<file path="config.mk">
export PLATFORM = sky130hd
export DESIGN_NAME = positional_list_engine_top
export DESIGN_NICKNAME = d
export VERILOG_FILES = /design/src/ple_pkg.sv /design/src/ple_ram.sv /design/src/ple_alu.sv /design/src/positional_list_engine_top.sv
export SDC_FILE = /design/constraint.sdc
export NUM_CORES = 2
export LEC_CHECK = 0
export ABC_AREA = 1
export BUFFER_PORTS_ARGS = -buffer_cell sky130_fd_sc_hd__buf_2
export CORE_AREA = 2 2 523 525
export CTS_BUF_LIST = sky130_fd_sc_hd__clkbuf_2 sky130_fd_sc_hd__clkbuf_4 sky130_fd_sc_hd__clkbuf_8
export DETAILED_ROUTE_END_ITERATION = 6
export DIE_AREA = 0 0 525 527
export PLACE_DENSITY_LB_ADDON = 0.08
export SETUP_SLACK_MARGIN = 0.2
export SLEW_MARGIN = 5
export SYNTH_ARGS = -nofsm -noshare
export SYNTH_HDL_FRONTEND = slang
export SYNTH_SLANG_ARGS = --single-unit
</file>
<file path="constraint.sdc">
create_clock -name clk -period 4.1 [get_ports clk]
set_input_delay 0.82 -clock clk [delete_from_list [all_inputs] [get_ports clk]]
set_output_delay 0.82 -clock clk [all_outputs]
set_load 0.02 [all_outputs]
</file>
<file path="src/ple_pkg.sv">
// Shared types and constants for the positional list engine.
`default_nettype none

package ple_pkg;

  localparam int CAPACITY_DEF = 64;

  localparam int OP_W    = 3;
  localparam int POS_W   = 7;
  localparam int VAL_W   = 32;
  localparam int STAT_W  = 2;
  localparam int MATCH_W = 7;
  localparam int CNT_W   = 7;

  localparam int IN_DATA_W  = 40;  // position + value, padded to bytes
  localparam int IN_USER_W  = OP_W;
  localparam int OUT_DATA_W = 16;  // match_index + count, padded to bytes
  localparam int OUT_USER_W = STAT_W + 1;

  localparam logic [MATCH_W-1:0] MATCH_NONE = '1;

  typedef enum logic [OP_W-1:0] {
    OP_PUSH_BACK  = 3'd0,
    OP_PUSH_FRONT = 3'd1,
    OP_POP_BACK   = 3'd2,
    OP_POP_FRONT  = 3'd3,
    OP_INSERT     = 3'd4,
    OP_ERASE      = 3'd5,
    OP_FIND       = 3'd6,
    OP_CLEAR      = 3'd7
  } op_t;

  typedef enum logic [STAT_W-1:0] {
    STAT_OK    = 2'd0,
    STAT_FULL  = 2'd1,
    STAT_EMPTY = 2'd2,
    STAT_RANGE = 2'd3
  } stat_t;

  typedef enum logic [2:0] {
    S_IDLE,
    S_SHIFT_RD,
    S_SHIFT_WR,
    S_PUT,
    S_FIND_RD,
    S_FIND_CMP,
    S_DONE
  } fsm_t;

endpackage

`default_nettype wire

</file>
<file path="src/ple_ram.sv">
// Generic single-write, single-read RAM with a registered read port.
`default_nettype none

module ple_ram #(
  parameter int WIDTH = 32,
  parameter int DEPTH = 64,
  parameter int AW    = (DEPTH > 1) ? $clog2(DEPTH) : 1
) (
  input  wire logic             clk,
  input  wire logic             we,
  input  wire logic [AW-1:0]    waddr,
  input  wire logic [WIDTH-1:0] wdata,
  input  wire logic [AW-1:0]    raddr,
  output logic      [WIDTH-1:0] rdata
);

  logic [WIDTH-1:0] mem [DEPTH];

  always_ff @(posedge clk) begin
    if (we) begin
      mem[waddr] <= wdata;
    end
    rdata <= mem[raddr];
  end

endmodule

`default_nettype wire

</file>
<file path="src/ple_alu.sv">
// Shared step unit: index increment or decrement, bound compare and data equality.
`default_nettype none

module ple_alu #(
  parameter int LW = 7,
  parameter int DW = 32
) (
  input  wire logic [LW-1:0] idx,
  input  wire logic [LW-1:0] lim,
  input  wire logic          up,
  input  wire logic [DW-1:0] a,
  input  wire logic [DW-1:0] b,
  output logic      [LW-1:0] nxt,
  output logic               more,
  output logic               eq
);

  always_comb begin
    if (up) begin
      nxt  = idx + LW'(1);
      more = nxt < lim;
    end else begin
      nxt  = idx - LW'(1);
      more = nxt > lim;
    end
    eq = (a == b);
  end

endmodule

`default_nettype wire

</file>
<file path="src/positional_list_engine_top.sv">
// Top level of the positional list engine: request decode, sequencer and list storage.
//
//   Channel  | Ports              | Contents (lowest bit first)
//   ---------+--------------------+---------------------------------------------
//   request  | in_t{valid,ready}  | tuser: op[2:0]; tdata: position[6:0],
//            |                    |   value[38:7], zero pad [39]
//   result   | out_t{valid,ready} | tuser: status[1:0], found[2]; tdata:
//            |                    |   match_index[6:0], count[13:7], pad [15:14]
//
// One request is in flight at a time. Push back, pop back, clear, a find on an
// empty list and every rejected request pass from idle straight to the done
// state, which hands the result to the output register and returns to idle.
// Pop front and erase add a read state and a write state for each entry that
// moves, push front and insert the same plus a state that puts the new value,
// and a find a read state and a compare state for each entry it compares. The
// split comes from the single read port of the list RAM, whose registered
// read must land before the shared step unit can use the data.
// Reset (synchronous, active low) empties the list; the RAM itself is not
// cleared, because only entries below the count are ever used.
// A finished result waits in the output register while the engine takes the
// next request; that request only stalls at its end if the result is still held.
`default_nettype none

module positional_list_engine_top #(
  parameter int CAPACITY = ple_pkg::CAPACITY_DEF
) (
  input  wire logic                          clk,
  input  wire logic                          rst_n,
  // Request channel.
  input  wire logic                          in_tvalid,
  output logic                               in_tready,
  input  wire logic [ple_pkg::IN_DATA_W-1:0] in_tdata,   // position, value
  input  wire logic [ple_pkg::IN_USER_W-1:0] in_tuser,   // op
  // Result channel.
  output logic                               out_tvalid,
  input  wire logic                          out_tready,
  output logic [ple_pkg::OUT_DATA_W-1:0]     out_tdata,  // match_index, count
  output logic [ple_pkg::OUT_USER_W-1:0]     out_tuser   // status, found
);

  import ple_pkg::*;

  // Address width of the store and width of the count, which must hold CAPACITY.
  localparam int AW = (CAPACITY > 1) ? $clog2(CAPACITY) : 1;
  localparam int LW = $clog2(CAPACITY + 1);
  // Width used to compare an incoming position against the count.
  localparam int CW = ((LW > POS_W) ? LW : POS_W) + 1;

  // Request fields.
  op_t              in_op;
  logic [POS_W-1:0] in_pos;
  logic [VAL_W-1:0] in_val;
  logic             accept;

  assign in_op  = op_t'(in_tuser);
  assign in_pos = in_tdata[POS_W-1:0];
  assign in_val = in_tdata[POS_W+VAL_W-1:POS_W];
  assign accept = in_tvalid && in_tready;

  // Sequencer and datapath registers.
  fsm_t               state_r, state_nxt;
  logic [LW-1:0]      length_r, length_nxt;
  logic [LW-1:0]      newlen_r, newlen_nxt;
  logic [LW-1:0]      idx_r, idx_nxt;
  logic [LW-1:0]      lim_r, lim_nxt;
  logic               up_r, up_nxt;
  logic [VAL_W-1:0]   val_r, val_nxt;
  stat_t              status_r, status_nxt;
  logic               found_r, found_nxt;
  logic [MATCH_W-1:0] match_r, match_nxt;

  logic                  out_tvalid_r, out_tvalid_nxt;
  logic [OUT_DATA_W-1:0] out_tdata_r, out_tdata_nxt;
  logic [OUT_USER_W-1:0] out_tuser_r, out_tuser_nxt;

  // RAM and step unit connections.
  logic             ram_we;
  logic [AW-1:0]    ram_waddr;
  logic [VAL_W-1:0] ram_wdata;
  logic [AW-1:0]    ram_raddr;
  logic [VAL_W-1:0] ram_rdata;
  logic [LW-1:0]    alu_nxt;
  logic             alu_more;
  logic             alu_eq;

  // Decode of an incoming request.
  fsm_t          go_state;
  stat_t         go_status;
  logic [LW-1:0] go_newlen;
  logic [LW-1:0] go_idx;
  logic [LW-1:0] go_lim;
  logic          go_up;
  logic          go_wr;

  logic [CW-1:0] pos_ext;
  logic [CW-1:0] len_ext;
  logic          full;
  logic          empty;
  logic          out_free;

  assign pos_ext  = CW'(in_pos);
  assign len_ext  = CW'(length_r);
  assign full     = (length_r == LW'(CAPACITY));
  assign empty    = (length_r == '0);
  assign out_free = !out_tvalid_r || out_tready;

  ple_ram #(
    .WIDTH (VAL_W),
    .DEPTH (CAPACITY),
    .AW    (AW)
  ) u_ram (
    .clk   (clk),
    .we    (ram_we),
    .waddr (ram_waddr),
    .wdata (ram_wdata),
    .raddr (ram_raddr),
    .rdata (ram_rdata)
  );

  // The one step unit serves both shifting directions and the find scan.
  ple_alu #(
    .LW (LW),
    .DW (VAL_W)
  ) u_alu (
    .idx  (idx_r),
    .lim  (lim_r),
    .up   (up_r),
    .a    (ram_rdata),
    .b    (val_r),
    .nxt  (alu_nxt),
    .more (alu_more),
    .eq   (alu_eq)
  );

  // Request decode. Opening a gap walks down from the count to the position,
  // closing a gap walks up from the position to one below the count.
  always_comb begin
    go_state  = S_DONE;
    go_status = STAT_OK;
    go_newlen = length_r;
    go_idx    = '0;
    go_lim    = length_r;
    go_up     = 1'b1;
    go_wr     = 1'b0;
    unique case (in_op)
      OP_PUSH_BACK: begin
        if (full) begin
          go_status = STAT_FULL;
        end else begin
          go_wr     = 1'b1;
          go_newlen = length_r + LW'(1);
        end
      end
      OP_PUSH_FRONT: begin
        if (full) begin
          go_status = STAT_FULL;
        end else begin
          go_idx    = length_r;
          go_lim    = '0;
          go_up     = 1'b0;
          go_newlen = length_r + LW'(1);
          go_state  = empty ? S_PUT : S_SHIFT_RD;
        end
      end
      OP_POP_BACK: begin
        if (empty) begin
          go_status = STAT_EMPTY;
        end else begin
          go_newlen = length_r - LW'(1);
        end
      end
      OP_POP_FRONT: begin
        if (empty) begin
          go_status = STAT_EMPTY;
        end else begin
          go_idx    = '0;
          go_lim    = length_r - LW'(1);
          go_newlen = length_r - LW'(1);
          go_state  = (length_r > LW'(1)) ? S_SHIFT_RD : S_DONE;
        end
      end
      OP_INSERT: begin
        if (pos_ext > len_ext) begin
          go_status = STAT_RANGE;
        end else if (full) begin
          go_status = STAT_FULL;
        end else begin
          go_idx    = length_r;
          go_lim    = LW'(in_pos);
          go_up     = 1'b0;
          go_newlen = length_r + LW'(1);
          go_state  = (len_ext > pos_ext) ? S_SHIFT_RD : S_PUT;
        end
      end
      OP_ERASE: begin
        if (empty) begin
          go_status = STAT_EMPTY;
        end else if (pos_ext >= len_ext) begin
          go_status = STAT_RANGE;
        end else begin
          go_idx    = LW'(in_pos);
          go_lim    = length_r - LW'(1);
          go_newlen = length_r - LW'(1);
          go_state  = ((pos_ext + CW'(1)) < len_ext) ? S_SHIFT_RD : S_DONE;
        end
      end
      OP_FIND: begin
        go_idx   = '0;
        go_lim   = length_r;
        go_state = empty ? S_DONE : S_FIND_RD;
      end
      OP_CLEAR: begin
        go_newlen = '0;
      end
      default: begin
        go_state = S_DONE;
      end
    endcase
  end

  // Next state.
  always_comb begin
    state_nxt = state_r;
    unique case (state_r)
      S_IDLE: begin
        if (accept) begin
          state_nxt = go_state;
        end
      end
      S_SHIFT_RD: state_nxt = S_SHIFT_WR;
      S_SHIFT_WR: begin
        if (alu_more) begin
          state_nxt = S_SHIFT_RD;
        end else begin
          state_nxt = up_r ? S_DONE : S_PUT;
        end
      end
      S_PUT:     state_nxt = S_DONE;
      S_FIND_RD: state_nxt = S_FIND_CMP;
      S_FIND_CMP: begin
        if (alu_eq || !alu_more) begin
          state_nxt = S_DONE;
        end else begin
          state_nxt = S_FIND_RD;
        end
      end
      S_DONE: begin
        if (out_free) begin
          state_nxt = S_IDLE;
        end
      end
      default: state_nxt = S_IDLE;
    endcase
  end

  // Outputs of the sequencer: handshake and RAM controls.
  always_comb begin
    in_tready = 1'b0;
    ram_we    = 1'b0;
    ram_waddr = idx_r[AW-1:0];
    ram_wdata = ram_rdata;
    ram_raddr = idx_r[AW-1:0];
    unique case (state_r)
      S_IDLE: begin
        in_tready = 1'b1;
        ram_we    = accept && go_wr;
        ram_waddr = length_r[AW-1:0];
        ram_wdata = in_val;
      end
      S_SHIFT_RD: ram_raddr = alu_nxt[AW-1:0];
      S_SHIFT_WR: ram_we = 1'b1;
      S_PUT: begin
        ram_we    = 1'b1;
        ram_waddr = lim_r[AW-1:0];
        ram_wdata = val_r;
      end
      S_FIND_RD, S_FIND_CMP, S_DONE: begin
        ram_we = 1'b0;
      end
      default: begin
        ram_we = 1'b0;
      end
    endcase
  end

  // Datapath next values.
  always_comb begin
    length_nxt     = length_r;
    newlen_nxt     = newlen_r;
    idx_nxt        = idx_r;
    lim_nxt        = lim_r;
    up_nxt         = up_r;
    val_nxt        = val_r;
    status_nxt     = status_r;
    found_nxt      = found_r;
    match_nxt      = match_r;
    out_tvalid_nxt = out_tvalid_r && !out_tready;
    out_tdata_nxt  = out_tdata_r;
    out_tuser_nxt  = out_tuser_r;

    if (state_r == S_IDLE && accept) begin
      newlen_nxt = go_newlen;
      idx_nxt    = go_idx;
      lim_nxt    = go_lim;
      up_nxt     = go_up;
      val_nxt    = in_val;
      status_nxt = go_status;
      found_nxt  = 1'b0;
      match_nxt  = MATCH_NONE;
    end

    if (state_r == S_SHIFT_WR) begin
      idx_nxt = alu_nxt;
    end

    if (state_r == S_FIND_CMP) begin
      if (alu_eq) begin
        found_nxt = 1'b1;
        match_nxt = MATCH_W'(idx_r);
      end else begin
        idx_nxt = alu_nxt;
      end
    end

    // The count only changes when the result is handed to the output register.
    if (state_r == S_DONE && out_free) begin
      length_nxt     = newlen_r;
      out_tvalid_nxt = 1'b1;
      out_tdata_nxt  = OUT_DATA_W'({CNT_W'(newlen_r), match_r});
      out_tuser_nxt  = {found_r, status_r};
    end
  end

  always_ff @(posedge clk) begin
    if (!rst_n) begin
      state_r      <= S_IDLE;
      length_r     <= '0;
      out_tvalid_r <= 1'b0;
    end else begin
      state_r      <= state_nxt;
      length_r     <= length_nxt;
      out_tvalid_r <= out_tvalid_nxt;
    end
  end

  always_ff @(posedge clk) begin
    newlen_r    <= newlen_nxt;
    idx_r       <= idx_nxt;
    lim_r       <= lim_nxt;
    up_r        <= up_nxt;
    val_r       <= val_nxt;
    status_r    <= status_nxt;
    found_r     <= found_nxt;
    match_r     <= match_nxt;
    out_tdata_r <= out_tdata_nxt;
    out_tuser_r <= out_tuser_nxt;
  end

  assign out_tvalid = out_tvalid_r;
  assign out_tdata  = out_tdata_r;
  assign out_tuser  = out_tuser_r;

endmodule

`default_nettype wire

</file>
==> flow_metrics.tcl <==
set metrics [dict create \
    pwr-share-comb 0.453 \
    critPathArrivalTime_ns 4.34 \
    setup.worst_path.end_class "register" \
    routed_wirelength_mm 295 \
    netlist.area_leader.share 0.671 \
    min-delay-path-class "in2reg" \
    seqCellArea_um2 64600 \
    regToRegStartpoint "length_r[1]" \
    worst_pin_slew_ns 1.19 \
    die_height_um 527 \
    post_synth_instance_area_um2 94600 \
    synth.largest_area_cell "edfxtp_1" \
    postCtsSetupBuffers 0 \
    min_delay_worst_endpoint "val_r[31]" \
    r2r-end "u_ram.mem[0][2]" \
    whs_path_depth 1 \
    finish.cell_count_without_fillers 13300 \
    finalSetupViolCount 0 \
    leakagePower_nw 44.7 \
    detailroute.via_count 64100 \
    clk-insertion-delay-late_ns 1.08 \
    cts_inserted_buffers 402 \
    synth.top_cells.by_count "nand2_1, edfxtp_1, nand3_1, inv_1, buf_2" \
    chipWidth_um 525 \
    wl_per_cell_um 22.1 \
    max-slew-margin-rel 0.207 \
    place_inst 12600 \
    drt.antenna.violating_nets 0 \
    grt_max_degree 116 \
    switching_share 0.440 \
    asyncSetResetFlopFracSynth 0 \
    setup_total_negative_slack_ns 0 \
    yosysWarningCount 0 \
    synth.ff_latch_count 2172 \
    core-area_um2 272000 \
    multiInputGateArea_um2 23000 \
    grt-ovfl-total 0 \
    drt_pass1_iterations 5 \
    drive_above_1_share 0.117 \
    synth-edff-count 2114 \
    vias_in_the_first_global_route 62000 \
    power.density_cell_area_nw_per_um2 868 \
    drt_first_iter_violations 4974 \
    status "finished clean" \
    final-max-slew-violation-count 0 \
    synthDistinctLibCells 36 \
    crit_path_max_fanout 23 \
    drv.max_cap_violation_count 0 \
    avgViaCountPerCell 4.80 \
    pwr-share-seq 0.338 \
    maximum_achievable_frequency_mhz 275 \
    layout_min_cycle_time_ns 3.64 \
    grt_antenna_before_repair 17 \
    max-vdd-ir-drop_v 0.000658 \
    nFillCells 26300 \
    reg2regPathDepth 11 \
    rows 192 \
    holdCritStartpoint "in_tdata[38]" \
    grt_setup_unrepaired "no" \
    ctsHtreeMaxLevel 5 \
    floorplan.die_area_um2 277000 \
    clk_root_buffer_cell "clkbuf_8" \
    period_utilization_post_route 0.888 \
    postSynth.topFlopCell "edfxtp_1" \
    syn-instance-count 9059 \
    detail_route.drc_violations 0 \
    clock_sinks 2172 \
    yosys-top-cells-area "edfxtp_1, nand2_1, nand3_1" \
    place_hpwl_mm 174 \
    finClkSkew_ns 0.0828 \
    timing.setup.critical_path_class "reg2reg" \
    synth-seq-area-share 0.683 \
    power.clock.fraction 0.208 \
    worst-r2r-setup-slack_ns 0.46 \
    hold_viol_final 0 \
    area_growth_syn_to_layout_pct 15.9 \
    worstSetupStartpointType "register" \
    worst_hold_slack_ns 0.109 \
    postSynthAreaPerCell_um2 10.4 \
    yosys.cell_count.top_type "nand2_1" \
    clock_tree.buffer_depth 4 \
    power.net_switching_mw 41.9 \
    cts_tree "yes" \
    critical_path_required_ns 4.80 \
    grt_util_overall 0.210 \
    first_pass_grt_wire_length_mm 427 \
    cell_internal_pwr_mw 53.3 \
    rd_place_congestion 0.826 \
    initial_utilization 0.348 \
    top_level_ports 68 \
    final_nets 9522 \
    port-buffer-count 64 \
    cts.reportedPaths.clkPinSlew_ns 0.05 \
]
==> routing by layer <==
metal / part of all wire / track usage / routed length (um) / vias to the layer above
li1: - / - / - / 30800
met3: 0.045 / 0.0295 / 13400 / 517
met1: 0.46 / 0.287 / 135000 / 31300
met2: 0.47 / 0.345 / 138000 / 1521
met4: 0.028 / 0.0643 / 8330 / 2
met5: 0.000044 / 0 / 13 / -
==> critical path, stage by stage (launching register included) <==
cell	delay (ns)
dfxtp_1	0.54
clkinv_1	0.16
ha_1	0.25
nand2_1	0.10
nor2_1	0.08
nand2_1	0.27
nor2_4	0.11
o21ai_2	0.51
nand4_1	0.18
buf_4	0.29
nor2_4	0.42
buf_12	0.28
==> cell type report <==
class	count	area share
antenna	11	0.000251
clock buffer	555	0.0619
clock inverter	152	0.00666
inverter	1515	0.0519
multi-input combinational	4909	0.209
sequential	2172	0.589
tap	3589	0.0409
timing repair buffer	440	0.0395
==> through the flow <==
step	cell area (um2)	total power, mW	util	worst slack [ns]
6_report	110000	95.2	0.404	0.457
5_1_grt	110000	101	0.404	0.211
4_1_cts	110000	96.3	0.404	0.278
3_5_place_dp	102000	76.2	0.375	0.0697
3_3_place_gp	102000	75.9	0.375	0.0893
2_1_floorplan	94600	57.1	-	0.321
==> power by group through the flow <==
stage	Sequential [mW]	Clock [mW]	Combinational, mW
2_1_floorplan	33.0	0	24.0
3_3_place_gp	32.6	0	43.3
3_5_place_dp	32.7	0	43.6
4_1_cts	32.2	20.4	43.7
5_1_grt	32.3	21.3	47.4
6_report	32.2	19.8	43.2
==> sequential cells by signal, indices dropped and copies added (netlist names) <==
name / count
idx_r: 7
up_r: 1
length_r: 7
u_ram.rdata: 32
found_r: 1
state_r: 3
out_tvalid: 1
out_tuser: 3
status_r: 2
val_r: 32
lim_r: 7
match_r: 7
out_tdata: 14
newlen_r: 7
u_ram.mem: 2048
==> cell families (layout without fill, tap and decap cells) <==
family,after synthesis,in the layout,synth area share
DFF,2172,2172,0.683
and+or+nand+nor,4495,4495,0.201
xor gates and xnor gates,24,24,0.00222
buffers and inverters,1979,2662,0.0853
adders and majority gates,35,35,0.00463
AOI/OAI and AO/OA,353,353,0.0239
other,1,13,0.0000396
==> worst max path at each step <==
stage,start,depth (start not counted),slack (ns),endpoint
final,length_r[1],11,0.46,u_ram.mem[0][2]
after global routing,state_r[1],12,0.21,u_ram.mem[44][0]
after CTS,state_r[1],11,0.28,u_ram.mem[36][0]
after detailed placement,state_r[1],11,0.07,u_ram.mem[36][11]
after global placement,state_r[1],11,0.09,u_ram.mem[38][9]
after floorplan,length_r[0],10,0.32,u_ram.mem[0][0]
==> cells in the final DEF, fill, tap and decap left out, types with 7 or more instances in the layout <==
cell type	count
dlygate4sd3_1	29
o31ai_1	7
o21ai_4	7
diode_2	11
clkbuf_8	419
nand3_2	9
clkinv_1	111
nand2_1	2657
dfxtp_1	58
inv_1	1502
nand4_1	22
xor2_1	14
nor2_1	127
buf_12	89
nand3_1	1596
clkinv_2	34
ha_1	35
o21ai_0	102
o22ai_1	8
a21oi_1	55
nor2_4	67
o221ai_4	24
xnor2_1	10
inv_2	7
edfxtp_1	2114
clkbuf_4	136
buf_2	64
o211ai_1	133
buf_4	258
==> timing repair <==
| item | CTS | global route |
|---|---|---|
| setup endpoints to repair | 199 | 159 |
| gates resized for setup | 1 | 2 |
| hold endpoints to repair | 29 | 0 |
| hold buffers | 29 | 0 |
Note: power is estimated with default switching activity, not from simulation.
